$ cat src/rtl/tmf_pkg.sv
// shared constants and types for the trimmed mean filter
package tmf_pkg;

   localparam int MAX_SAMPLES_DEFAULT = 255;
   localparam int SAMPLE_BITS_DEFAULT = 16;
   localparam int SAMPLE_W            = 16;
   localparam int MEAN_W              = 20;
   // samples dropped from each set: the largest and the smallest
   localparam int TRIM_COUNT          = 2;
   localparam int QUEUE_DEPTH         = 2;

   typedef logic [SAMPLE_W-1:0] sample_type;
   typedef logic [MEAN_W-1:0]   mean_type;

endpackage

$ cat src/rtl/tmf_req_if.sv
// input and result channel interfaces of the trimmed mean filter
interface tmf_req_if import tmf_pkg::*; ();
   logic       valid;
   logic       ready;
   sample_type sample;
   logic       last;

   modport source (output valid, output sample, output last, input ready);
   modport sink (input valid, input sample, input last, output ready);
endinterface

interface tmf_rsp_if import tmf_pkg::*; ();
   logic     valid;
   logic     ready;
   mean_type mean_times_ten;
   logic     too_few;

   modport source (output valid, output mean_times_ten, output too_few, input ready);
   modport sink (input valid, input mean_times_ten, input too_few, output ready);
endinterface

$ cat src/rtl/tmf_front.sv
// front end: accumulates sum, extremes and count of a set, hands closed sets on
module tmf_front import tmf_pkg::*; #(
   parameter int MAX_SAMPLES = MAX_SAMPLES_DEFAULT,
   parameter int SAMPLE_BITS = SAMPLE_BITS_DEFAULT,
   localparam int COUNT_BITS = $clog2(MAX_SAMPLES + 1),
   localparam int SUM_BITS   = SAMPLE_BITS + COUNT_BITS,
   localparam int JOB_BITS   = SUM_BITS + 2 * SAMPLE_BITS + COUNT_BITS
) (
   input  logic                clock,
   input  logic                reset,
   tmf_req_if.sink             req_if,
   output logic                job_valid,
   output logic [JOB_BITS-1:0] job_data,
   input  logic                job_ready
);

   logic [SUM_BITS-1:0]    sum_ff, sum_in;
   logic [SAMPLE_BITS-1:0] max_ff, max_in;
   logic [SAMPLE_BITS-1:0] min_ff, min_in;
   logic [COUNT_BITS-1:0]  count_ff, count_in;
   logic [SAMPLE_BITS-1:0] smp;
   logic                   accept;
   logic                   taken;

   assign smp          = req_if.sample[SAMPLE_BITS-1:0];
   assign req_if.ready = job_ready;
   assign accept       = req_if.valid && job_ready;
   // a full set ignores further samples but still closes on last
   assign taken        = count_ff < COUNT_BITS'(MAX_SAMPLES);

   always_comb begin
      sum_in   = sum_ff;
      max_in   = max_ff;
      min_in   = min_ff;
      count_in = count_ff;
      if (taken) begin
         if (count_ff == '0) begin
            max_in = smp;
            min_in = smp;
         end else begin
            if (smp > max_ff) max_in = smp;
            if (smp < min_ff) min_in = smp;
         end
         sum_in   = sum_ff + SUM_BITS'(smp);
         count_in = count_ff + 1'b1;
      end
   end

   assign job_valid = accept && req_if.last;
   assign job_data  = {sum_in, max_in, min_in, count_in};

   always_ff @(posedge clock) begin
      if (reset || (accept && req_if.last)) begin
         sum_ff   <= '0;
         max_ff   <= '0;
         min_ff   <= '0;
         count_ff <= '0;
      end else if (accept) begin
         sum_ff   <= sum_in;
         max_ff   <= max_in;
         min_ff   <= min_in;
         count_ff <= count_in;
      end
   end

endmodule

$ cat src/rtl/tmf_fifo.sv
// small flip-flop queue between front and back end
module tmf_fifo import tmf_pkg::*; #(
   parameter int WIDTH = 8,
   parameter int DEPTH = QUEUE_DEPTH,
   localparam int PTR_BITS  = (DEPTH > 1) ? $clog2(DEPTH) : 1,
   localparam int FILL_BITS = $clog2(DEPTH + 1)
) (
   input  logic             clock,
   input  logic             reset,
   input  logic             push_valid,
   input  logic [WIDTH-1:0] push_data,
   output logic             push_ready,
   output logic             pop_valid,
   output logic [WIDTH-1:0] pop_data,
   input  logic             pop_ready
);

   logic [WIDTH-1:0]     mem_ff [DEPTH];
   logic [PTR_BITS-1:0]  wr_ptr_ff, wr_ptr_in;
   logic [PTR_BITS-1:0]  rd_ptr_ff, rd_ptr_in;
   logic [FILL_BITS-1:0] fill_ff, fill_in;
   logic                 push;
   logic                 pop;

   assign push_ready = fill_ff != FILL_BITS'(DEPTH);
   assign pop_valid  = fill_ff != '0;
   assign pop_data   = mem_ff[rd_ptr_ff];
   assign push       = push_valid && push_ready;
   assign pop        = pop_valid && pop_ready;

   always_comb begin
      wr_ptr_in = wr_ptr_ff;
      rd_ptr_in = rd_ptr_ff;
      fill_in   = fill_ff;
      if (push) begin
         wr_ptr_in = (wr_ptr_ff == PTR_BITS'(DEPTH - 1)) ? '0 : wr_ptr_ff + 1'b1;
      end
      if (pop) begin
         rd_ptr_in = (rd_ptr_ff == PTR_BITS'(DEPTH - 1)) ? '0 : rd_ptr_ff + 1'b1;
      end
      if (push && !pop) fill_in = fill_ff + 1'b1;
      else if (pop && !push) fill_in = fill_ff - 1'b1;
   end

   always_ff @(posedge clock) begin
      if (reset) begin
         wr_ptr_ff <= '0;
         rd_ptr_ff <= '0;
         fill_ff   <= '0;
      end else begin
         wr_ptr_ff <= wr_ptr_in;
         rd_ptr_ff <= rd_ptr_in;
         fill_ff   <= fill_in;
      end
   end

   always_ff @(posedge clock) begin
      if (push) mem_ff[wr_ptr_ff] <= push_data;
   end

endmodule

$ cat src/rtl/tmf_back.sv
// back end: trims, scales by ten and divides by the kept count one bit a cycle
module tmf_back import tmf_pkg::*; #(
   parameter int MAX_SAMPLES = MAX_SAMPLES_DEFAULT,
   parameter int SAMPLE_BITS = SAMPLE_BITS_DEFAULT,
   localparam int COUNT_BITS  = $clog2(MAX_SAMPLES + 1),
   localparam int SUM_BITS    = SAMPLE_BITS + COUNT_BITS,
   localparam int JOB_BITS    = SUM_BITS + 2 * SAMPLE_BITS + COUNT_BITS,
   localparam int SCALED_BITS = SUM_BITS + 4,
   localparam int STEP_BITS   = $clog2(SCALED_BITS)
) (
   input  logic                clock,
   input  logic                reset,
   input  logic                job_valid,
   input  logic [JOB_BITS-1:0] job_data,
   output logic                job_ready,
   tmf_rsp_if.source           rsp_if
);

   localparam logic [1:0] S_IDLE  = 2'd0;
   localparam logic [1:0] S_SCALE = 2'd1;
   localparam logic [1:0] S_DIV   = 2'd2;
   localparam logic [1:0] S_DONE  = 2'd3;

   logic [1:0]             state_ff, state_in;
   logic [SCALED_BITS-1:0] dvd_ff, dvd_in;
   logic [COUNT_BITS-1:0]  rem_ff, rem_in;
   logic [COUNT_BITS-1:0]  div_ff, div_in;
   logic [STEP_BITS-1:0]   step_ff, step_in;
   logic                   few_ff, few_in;
   logic                   out_valid_ff, out_valid_in;
   mean_type               out_mean_ff, out_mean_in;
   logic                   out_few_ff, out_few_in;

   logic [SUM_BITS-1:0]    job_sum;
   logic [SAMPLE_BITS-1:0] job_max;
   logic [SAMPLE_BITS-1:0] job_min;
   logic [COUNT_BITS-1:0]  job_count;
   logic                   job_few;
   logic [COUNT_BITS:0]    trial;
   logic [COUNT_BITS:0]    diff;
   logic                   ge;

   assign {job_sum, job_max, job_min, job_count} = job_data;
   assign job_few   = job_count <= COUNT_BITS'(TRIM_COUNT);
   assign job_ready = state_ff == S_IDLE;

   // restoring division step, quotient bits shift into the dividend
   assign trial = {rem_ff, dvd_ff[SCALED_BITS-1]};
   assign diff  = trial - {1'b0, div_ff};
   assign ge    = trial >= {1'b0, div_ff};

   assign rsp_if.valid          = out_valid_ff;
   assign rsp_if.mean_times_ten = out_mean_ff;
   assign rsp_if.too_few        = out_few_ff;

   always_comb begin
      state_in     = state_ff;
      dvd_in       = dvd_ff;
      rem_in       = rem_ff;
      div_in       = div_ff;
      step_in      = step_ff;
      few_in       = few_ff;
      out_valid_in = out_valid_ff && !rsp_if.ready;
      out_mean_in  = out_mean_ff;
      out_few_in   = out_few_ff;
      case (state_ff)
         S_IDLE: begin
            if (job_valid) begin
               few_in  = job_few;
               div_in  = job_count - COUNT_BITS'(TRIM_COUNT);
               rem_in  = '0;
               step_in = STEP_BITS'(SCALED_BITS - 1);
               if (job_few) begin
                  dvd_in   = '0;
                  state_in = S_DONE;
               end else begin
                  dvd_in   = SCALED_BITS'(job_sum - SUM_BITS'(job_max) - SUM_BITS'(job_min));
                  state_in = S_SCALE;
               end
            end
         end
         S_SCALE: begin
            // times ten as 8x + 2x
            dvd_in   = (dvd_ff << 3) + (dvd_ff << 1);
            state_in = S_DIV;
         end
         S_DIV: begin
            rem_in = ge ? diff[COUNT_BITS-1:0] : trial[COUNT_BITS-1:0];
            dvd_in = {dvd_ff[SCALED_BITS-2:0], ge};
            if (step_ff == '0) state_in = S_DONE;
            else step_in = step_ff - 1'b1;
         end
         S_DONE: begin
            if (!out_valid_ff || rsp_if.ready) begin
               out_valid_in = 1'b1;
               out_mean_in  = MEAN_W'(dvd_ff);
               out_few_in   = few_ff;
               state_in     = S_IDLE;
            end
         end
         default: begin
            state_in = S_IDLE;
         end
      endcase
   end

   always_ff @(posedge clock) begin
      if (reset) begin
         state_ff     <= S_IDLE;
         out_valid_ff <= 1'b0;
      end else begin
         state_ff     <= state_in;
         out_valid_ff <= out_valid_in;
      end
   end

   always_ff @(posedge clock) begin
      dvd_ff      <= dvd_in;
      rem_ff      <= rem_in;
      div_ff      <= div_in;
      step_ff     <= step_in;
      few_ff      <= few_in;
      out_mean_ff <= out_mean_in;
      out_few_ff  <= out_few_in;
   end

endmodule

$ cat src/rtl/trimmed_mean_filter.sv
// trimmed_mean_filter: drops max and min of a set and gives ten times the mean of the rest
//
// req_if carries one sample per beat; last marks the final sample of a set.
// rsp_if carries one result per set: mean_times_ten and too_few (set of two or
// fewer samples, result 0). Samples beyond MAX_SAMPLES in a set are ignored.
// Only the low SAMPLE_BITS bits of a sample are used.
// Throughput: the front end takes one sample per cycle while the queue is not
// full. The back end works on one set at a time, with a one bit per cycle
// divider, and takes no new set until the last result is in its output
// register; a short set skips the scale and divide steps. A two-entry queue
// sits between them, so req_if.ready drops only when it is full.
// Reset (synchronous) clears the running set, the queue and the output
// register. When the receiver stalls, the result holds in the output
// register, the back end finishes its next set and waits, and the queue fills
// before the input is held off.
module trimmed_mean_filter import tmf_pkg::*; #(
   parameter int MAX_SAMPLES = MAX_SAMPLES_DEFAULT,
   parameter int SAMPLE_BITS = SAMPLE_BITS_DEFAULT,
   localparam int COUNT_BITS = $clog2(MAX_SAMPLES + 1),
   localparam int SUM_BITS   = SAMPLE_BITS + COUNT_BITS,
   localparam int JOB_BITS   = SUM_BITS + 2 * SAMPLE_BITS + COUNT_BITS
) (
   input  logic      clock,
   input  logic      reset,
   tmf_req_if.sink   req_if,
   tmf_rsp_if.source rsp_if
);

   logic                push_valid;
   logic [JOB_BITS-1:0] push_data;
   logic                push_ready;
   logic                pop_valid;
   logic [JOB_BITS-1:0] pop_data;
   logic                pop_ready;

   tmf_front #(
      .MAX_SAMPLES (MAX_SAMPLES),
      .SAMPLE_BITS (SAMPLE_BITS)
   ) u_front (
      .clock     (clock),
      .reset     (reset),
      .req_if    (req_if),
      .job_valid (push_valid),
      .job_data  (push_data),
      .job_ready (push_ready)
   );

   tmf_fifo #(
      .WIDTH (JOB_BITS),
      .DEPTH (QUEUE_DEPTH)
   ) u_fifo (
      .clock      (clock),
      .reset      (reset),
      .push_valid (push_valid),
      .push_data  (push_data),
      .push_ready (push_ready),
      .pop_valid  (pop_valid),
      .pop_data   (pop_data),
      .pop_ready  (pop_ready)
   );

   tmf_back #(
      .MAX_SAMPLES (MAX_SAMPLES),
      .SAMPLE_BITS (SAMPLE_BITS)
   ) u_back (
      .clock     (clock),
      .reset     (reset),
      .job_valid (pop_valid),
      .job_data  (pop_data),
      .job_ready (pop_ready),
      .rsp_if    (rsp_if)
   );

endmodule

$ cat src/flat_wrapper.sv
// flat-port wrapper written by rule: the top's interface ports become plain ports
module trimmed_mean_filter_flat import tmf_pkg::*;
#(
   parameter int MAX_SAMPLES = MAX_SAMPLES_DEFAULT,
   parameter int SAMPLE_BITS = SAMPLE_BITS_DEFAULT,
   localparam int COUNT_BITS = $clog2(MAX_SAMPLES + 1),
   localparam int SUM_BITS   = SAMPLE_BITS + COUNT_BITS,
   localparam int JOB_BITS   = SUM_BITS + 2 * SAMPLE_BITS + COUNT_BITS
)
  (clock, reset, req_if_valid, req_if_sample, req_if_last, req_if_ready, rsp_if_valid, rsp_if_mean_times_ten, rsp_if_too_few, rsp_if_ready);
  tmf_req_if req_if_i ();
  tmf_rsp_if rsp_if_i ();
  input  logic clock;
  input  logic reset;
  input wire logic [$bits(req_if_i.valid)-1:0] req_if_valid;
  input wire logic [$bits(req_if_i.sample)-1:0] req_if_sample;
  input wire logic [$bits(req_if_i.last)-1:0] req_if_last;
  output wire logic [$bits(req_if_i.ready)-1:0] req_if_ready;
  output wire logic [$bits(rsp_if_i.valid)-1:0] rsp_if_valid;
  output wire logic [$bits(rsp_if_i.mean_times_ten)-1:0] rsp_if_mean_times_ten;
  output wire logic [$bits(rsp_if_i.too_few)-1:0] rsp_if_too_few;
  input wire logic [$bits(rsp_if_i.ready)-1:0] rsp_if_ready;
  assign req_if_i.valid = req_if_valid;
  assign req_if_i.sample = req_if_sample;
  assign req_if_i.last = req_if_last;
  assign req_if_ready = req_if_i.ready;
  assign rsp_if_valid = rsp_if_i.valid;
  assign rsp_if_mean_times_ten = rsp_if_i.mean_times_ten;
  assign rsp_if_too_few = rsp_if_i.too_few;
  assign rsp_if_i.ready = rsp_if_ready;
  trimmed_mean_filter #(.MAX_SAMPLES(MAX_SAMPLES), .SAMPLE_BITS(SAMPLE_BITS)) u_core (.clock(clock), .reset(reset), .req_if(req_if_i), .rsp_if(rsp_if_i));
endmodule
$ cat config.mk
export PLATFORM = sky130hd
export DESIGN_NAME = trimmed_mean_filter_flat
export DESIGN_NICKNAME = d
export VERILOG_FILES = /design/src/rtl/tmf_pkg.sv /design/src/rtl/tmf_req_if.sv /design/src/rtl/tmf_front.sv /design/src/rtl/tmf_fifo.sv /design/src/rtl/tmf_back.sv /design/src/rtl/trimmed_mean_filter.sv /design/src/flat_wrapper.sv
export SDC_FILE = /design/constraint.sdc
export NUM_CORES = 1
export LEC_CHECK = 0
export BUFFER_PORTS_ARGS = -buffer_cell sky130_fd_sc_hd__buf_2
export CAP_MARGIN = 20
export CORE_MARGIN = 4
export CORE_UTILIZATION = 57
export CTS_CLUSTER_DIAMETER = 150
export DETAILED_ROUTE_END_ITERATION = 7
export HOLD_SLACK_MARGIN = 0.03
export MAX_ROUTING_LAYER = met4
export PLACE_DENSITY = 0.77
export SLEW_MARGIN = 20
export SYNTH_ARGS = -nofsm -noshare
export SYNTH_HDL_FRONTEND = slang
export SYNTH_SLANG_ARGS = --single-unit
$ cat constraint.sdc
create_clock -name clock -period 6 [get_ports clock]
set_input_delay 0.3 -clock clock [delete_from_list [all_inputs] [get_ports clock]]
set_output_delay 0.3 -clock clock [all_outputs]
set_load 0.1 [all_outputs]
==> key figures <==
Logic synthesis
  – Most frequent cell after synthesis: edfxtp_1
  – Syn Inst Count: 1522
  – Dominant cell type by area after synthesis: edfxtp_1
  – Top cell type's share of synthesized area: 37.5%
  – Synth Register Bits: 271
  – Post-synth EDFFs: 199
  – Yosys warns: 0
  – Synth unique cells: 76
  – Dominant cells by area after synthesis: edfxtp_1, ha_1, dfxtp_1, mux2i_1, mux2_2
  – Syn Area/Cell: 10.5 um2
  – Mapped cell area: 0.0159 mm2
  – Top cells by count, synth: edfxtp_1, nand2_1, nor2_1
  – Async set-reset flop share out of synthesis: 0%
  – Mapped Nets: 1670
  – Sequential share of the synthesized area: 46.5%
  – Ys flop type: edfxtp_1

Floorplan
  – Die Height: 175 um
  – Ports: 44
  – Starting Density: 58.5%
  – DIE WIDTH: 175 um
  – Row count: 60
  – Core ar.: 0.0273 mm2
  – Die ar.: 0.0307 mm2

Route
  – DRT antenna net count: 0
  – 1st-iter DRT viols: 920
  – Via total after detailed routing: 11500
  – WL per Instance: 17.2 um
  – # DRC: 0
  – WL final: 33400 um
  – Routed vias/inst: 5.94
  – DRT Pass-1 Iters: 5

Worst setup path
  – Startpoint Class: flip-flop
  – CP Data Arrival Time: 5650 ps
  – CP max stage cell: dfxtp_4
  – Crit Path Max Fanout: 39
  – Worst EP required: 6270 ps
  – RR Endpoint: u_core.u_back.dvd_ff[23]
  – Crit end category: flip-flop
  – CP max stage delay: 740 ps
  – Delay-heaviest family, CP: simple AND/OR/NAND/NOR gates
  – WP buf/inv: 0
  – R2r setup slk: 610 ps
  – Crit Path Class: reg2reg
  – Reg2Reg Depth: 18
  – Worst path cell trace: mux2_2, ha_1, and2_1, or4_1, o21ai_1, or3_1, nand2_1, xor2_1, ha_1, a21o_1, a21oi_1, nand2_1, or4_1, and3_1, nor3_2, nand3b_1, xor2_1, o221ai_2

Hold path
  – Hold Path Sink: u_core.u_front.max_ff[7]
  – Hold path start: req_if_sample[7]
  – Cell depth of the worst hold path: 3
  – Min-Delay Path Class: in2reg

Global route
  – Vias in the first global route: 11200
  – First-pass GRT wire length: 54900 um
  – Global Route Usage Sum: 22.0%
  – Largest net degree at the start of global routing: 65
  – Gr ovfl total: 0
  – Antenna violations before repair: 0

Cells and area
  – Inserted Diodes: 0
  – Area grow syn2layout: 9.42%
  – Nets: 1699
  – Fillers: 2100
  – Fraction of layout instances using a drive strength above 1: 11.1%

Place
  – I/O Buffers: 43
  – Post-DP HPWL: 24300 um
  – Placer Congestion: 0.931

STA
  – Final setup viols: 0
  – Slew Limit Headroom: 27.1%
  – Sum of negative setup slack: 0 ps
  – Slew @ Worst Pin: 1090 ps
  – Fmax: 186 MHz
  – Layout Skew: 28.8 ps
  – Fin crit share: 89.8%
  – Fin crit period: 5390 ps
  – Fin. max-slew vios: 0
  – RSZ-0062 raised after global routing: false
  – Final hold violations: 0

Power
  – Static leakage: 6.59 nW
  – Total power: 9.57 mW
  – Pwr dens: 549 mW/mm2
  – Peak supply drop: 0.220 mV

Flow run
  – Max cap viols: 0

Clock network
  – CTS root buf: clkbuf_16
  – Clock slew at reported path FFs: 70 ps
  – CTS H-Tree Depth: 1
  – Longest Clk Path Bufs: 3
  – Clk Latency, worst-skew pair: 560 ps
  – Clk sinks: 271
  – CTS tree: yes
  – Number of buffers created by CTS: 28

Status
  – Outcome: complete, no violations
per-layer routing:
metal | routed length (um) | part of all wire (%) | up-vias | global-route usage, %
met2 | 15800 | 47 | 291 | 36.1
met4 | 463 | 1.4 | 0 | 4.81
met5 | 0 | 0 | - | -
met3 | 1740 | 5.2 | 47 | 2.70
met1 | 15400 | 46 | 5564 | 29.6
li1 | - | - | 5643 | -
registers in the layout (all words and copies together) (netlist names), 5 cells and up, named ones only:
signal,flops
u_core.u_back.rem_ff,8
u_core.u_front.count_ff,8
u_core.u_back.dvd_ff,28
u_core.u_front.sum_ff,24
u_core.u_back.step_ff,5
u_core.u_front.min_ff,16
u_core.u_back.rsp_if.mean_times_ten,20
u_core.u_front.max_ff,16
u_core.u_back.div_ff,8
u_core.u_fifo.mem_ff,128
tightest hold or removal path, stage by stage:
cell and delay, ps:
buf_2 150, nand2_1 60, o21ai_0 60
metrics by stage:
step / util (%) / hold slack [ps] / setup slack (ps) / cell area, um2 / instances
floorplan: - / 400 / 377 / 15900 / 1522
global placement: 60.5 / 403 / 776 / 16500 / 1892
detailed placement: 60.5 / 407 / 652 / 16500 / 1892
CTS: 64.0 / 37.3 / 603 / 17400 / 1945
global route: 64.0 / 61.7 / 253 / 17400 / 1945
finish: 64.0 / 60.8 / 612 / 17400 / 1945
how the worst max path moves through the flow:
| stage | start | end | slack (ps) | cells after the start |
|---|---|---|---|---|
| finish | flip-flop | u_core.u_back.dvd_ff[23] | 610 | 18 |
| global route | flip-flop | u_core.u_back.dvd_ff[23] | 250 | 18 |
| CTS | flip-flop | u_core.u_back.dvd_ff[23] | 600 | 18 |
| detailed placement | flip-flop | u_core.u_back.dvd_ff[23] | 650 | 18 |
| global placement | flip-flop | u_core.u_back.dvd_ff[21] | 780 | 18 |
| floorplan | flip-flop | u_core.u_back.dvd_ff[21] | 380 | 22 |
cell families (layout without fill, tap and decap cells):
logic type      count (synthesis)  count (layout)  synth area share, %
fa+ha+maj                     127             127                 10.2
compound gates                335             335                 13.8
mux                           115             115                 7.62
simple gates                  447             447                 13.3
xor+xnor                      101             101                 5.55
buf+inv                       126             177                 3.00
flops                         271             271                 46.5
final cells by class:
| type | count | area (um2) | area share, % |
|---|---|---|---|
| multi-input cells | 1125 | 8060 | 46.2 |
| flip-flops and latches | 271 | 7420 | 42.6 |
| repair buffers | 51 | 278 | 1.59 |
| inverters | 74 | 278 | 1.59 |
| well taps | 372 | 465 | 2.67 |
| clock inverters | 21 | 223 | 1.28 |
| clock buffers | 31 | 712 | 4.08 |
layout by cell type (no fill, tap or decap), drive strengths merged, types with 5 or more instances in the layout:
master  netlist  routed
fa            5       5
or3          12      12
mux2         47      47
a211oi       19      19
o21ai        91      91
or2           6       6
nand3        41      41
o31ai         6       6
nor3         43      43
xnor2        60      60
and3          9       9
o211ai       11      11
a21o         28      28
and2          7       7
clkinv        1      13
a22oi        11      11
mux2i        68      68
nand2b       23      23
nor2        123     123
dfxtp        72      72
inv          73      76
nand2       133     133
o221ai        8       8
ha          122     122
o21a         23      23
xor2         41      41
clkbuf       43      31
buf           9      50
edfxtp      199     199
a31oi         8       8
a21oi        87      87
nand4        13      13
nor4          6       6
nor2b        15      15
what timing repair did:
item	in CTS	in global routing
resized for setup	0	0
setup buffers	0	0
hold buffers	1	0
hold endpoints to repair	1	0
power by group:
group	total [mW]	internal (mW)	leakage [nW]	switching [mW]
Combinational	4.95	2.02	3.69	2.93
Sequential	2.87	2.60	2.45	0.269
Clock	1.74	0.999	0.448	0.746
Total	9.57	5.62	6.59	3.95
Note: power is estimated with default switching activity, not from simulation.
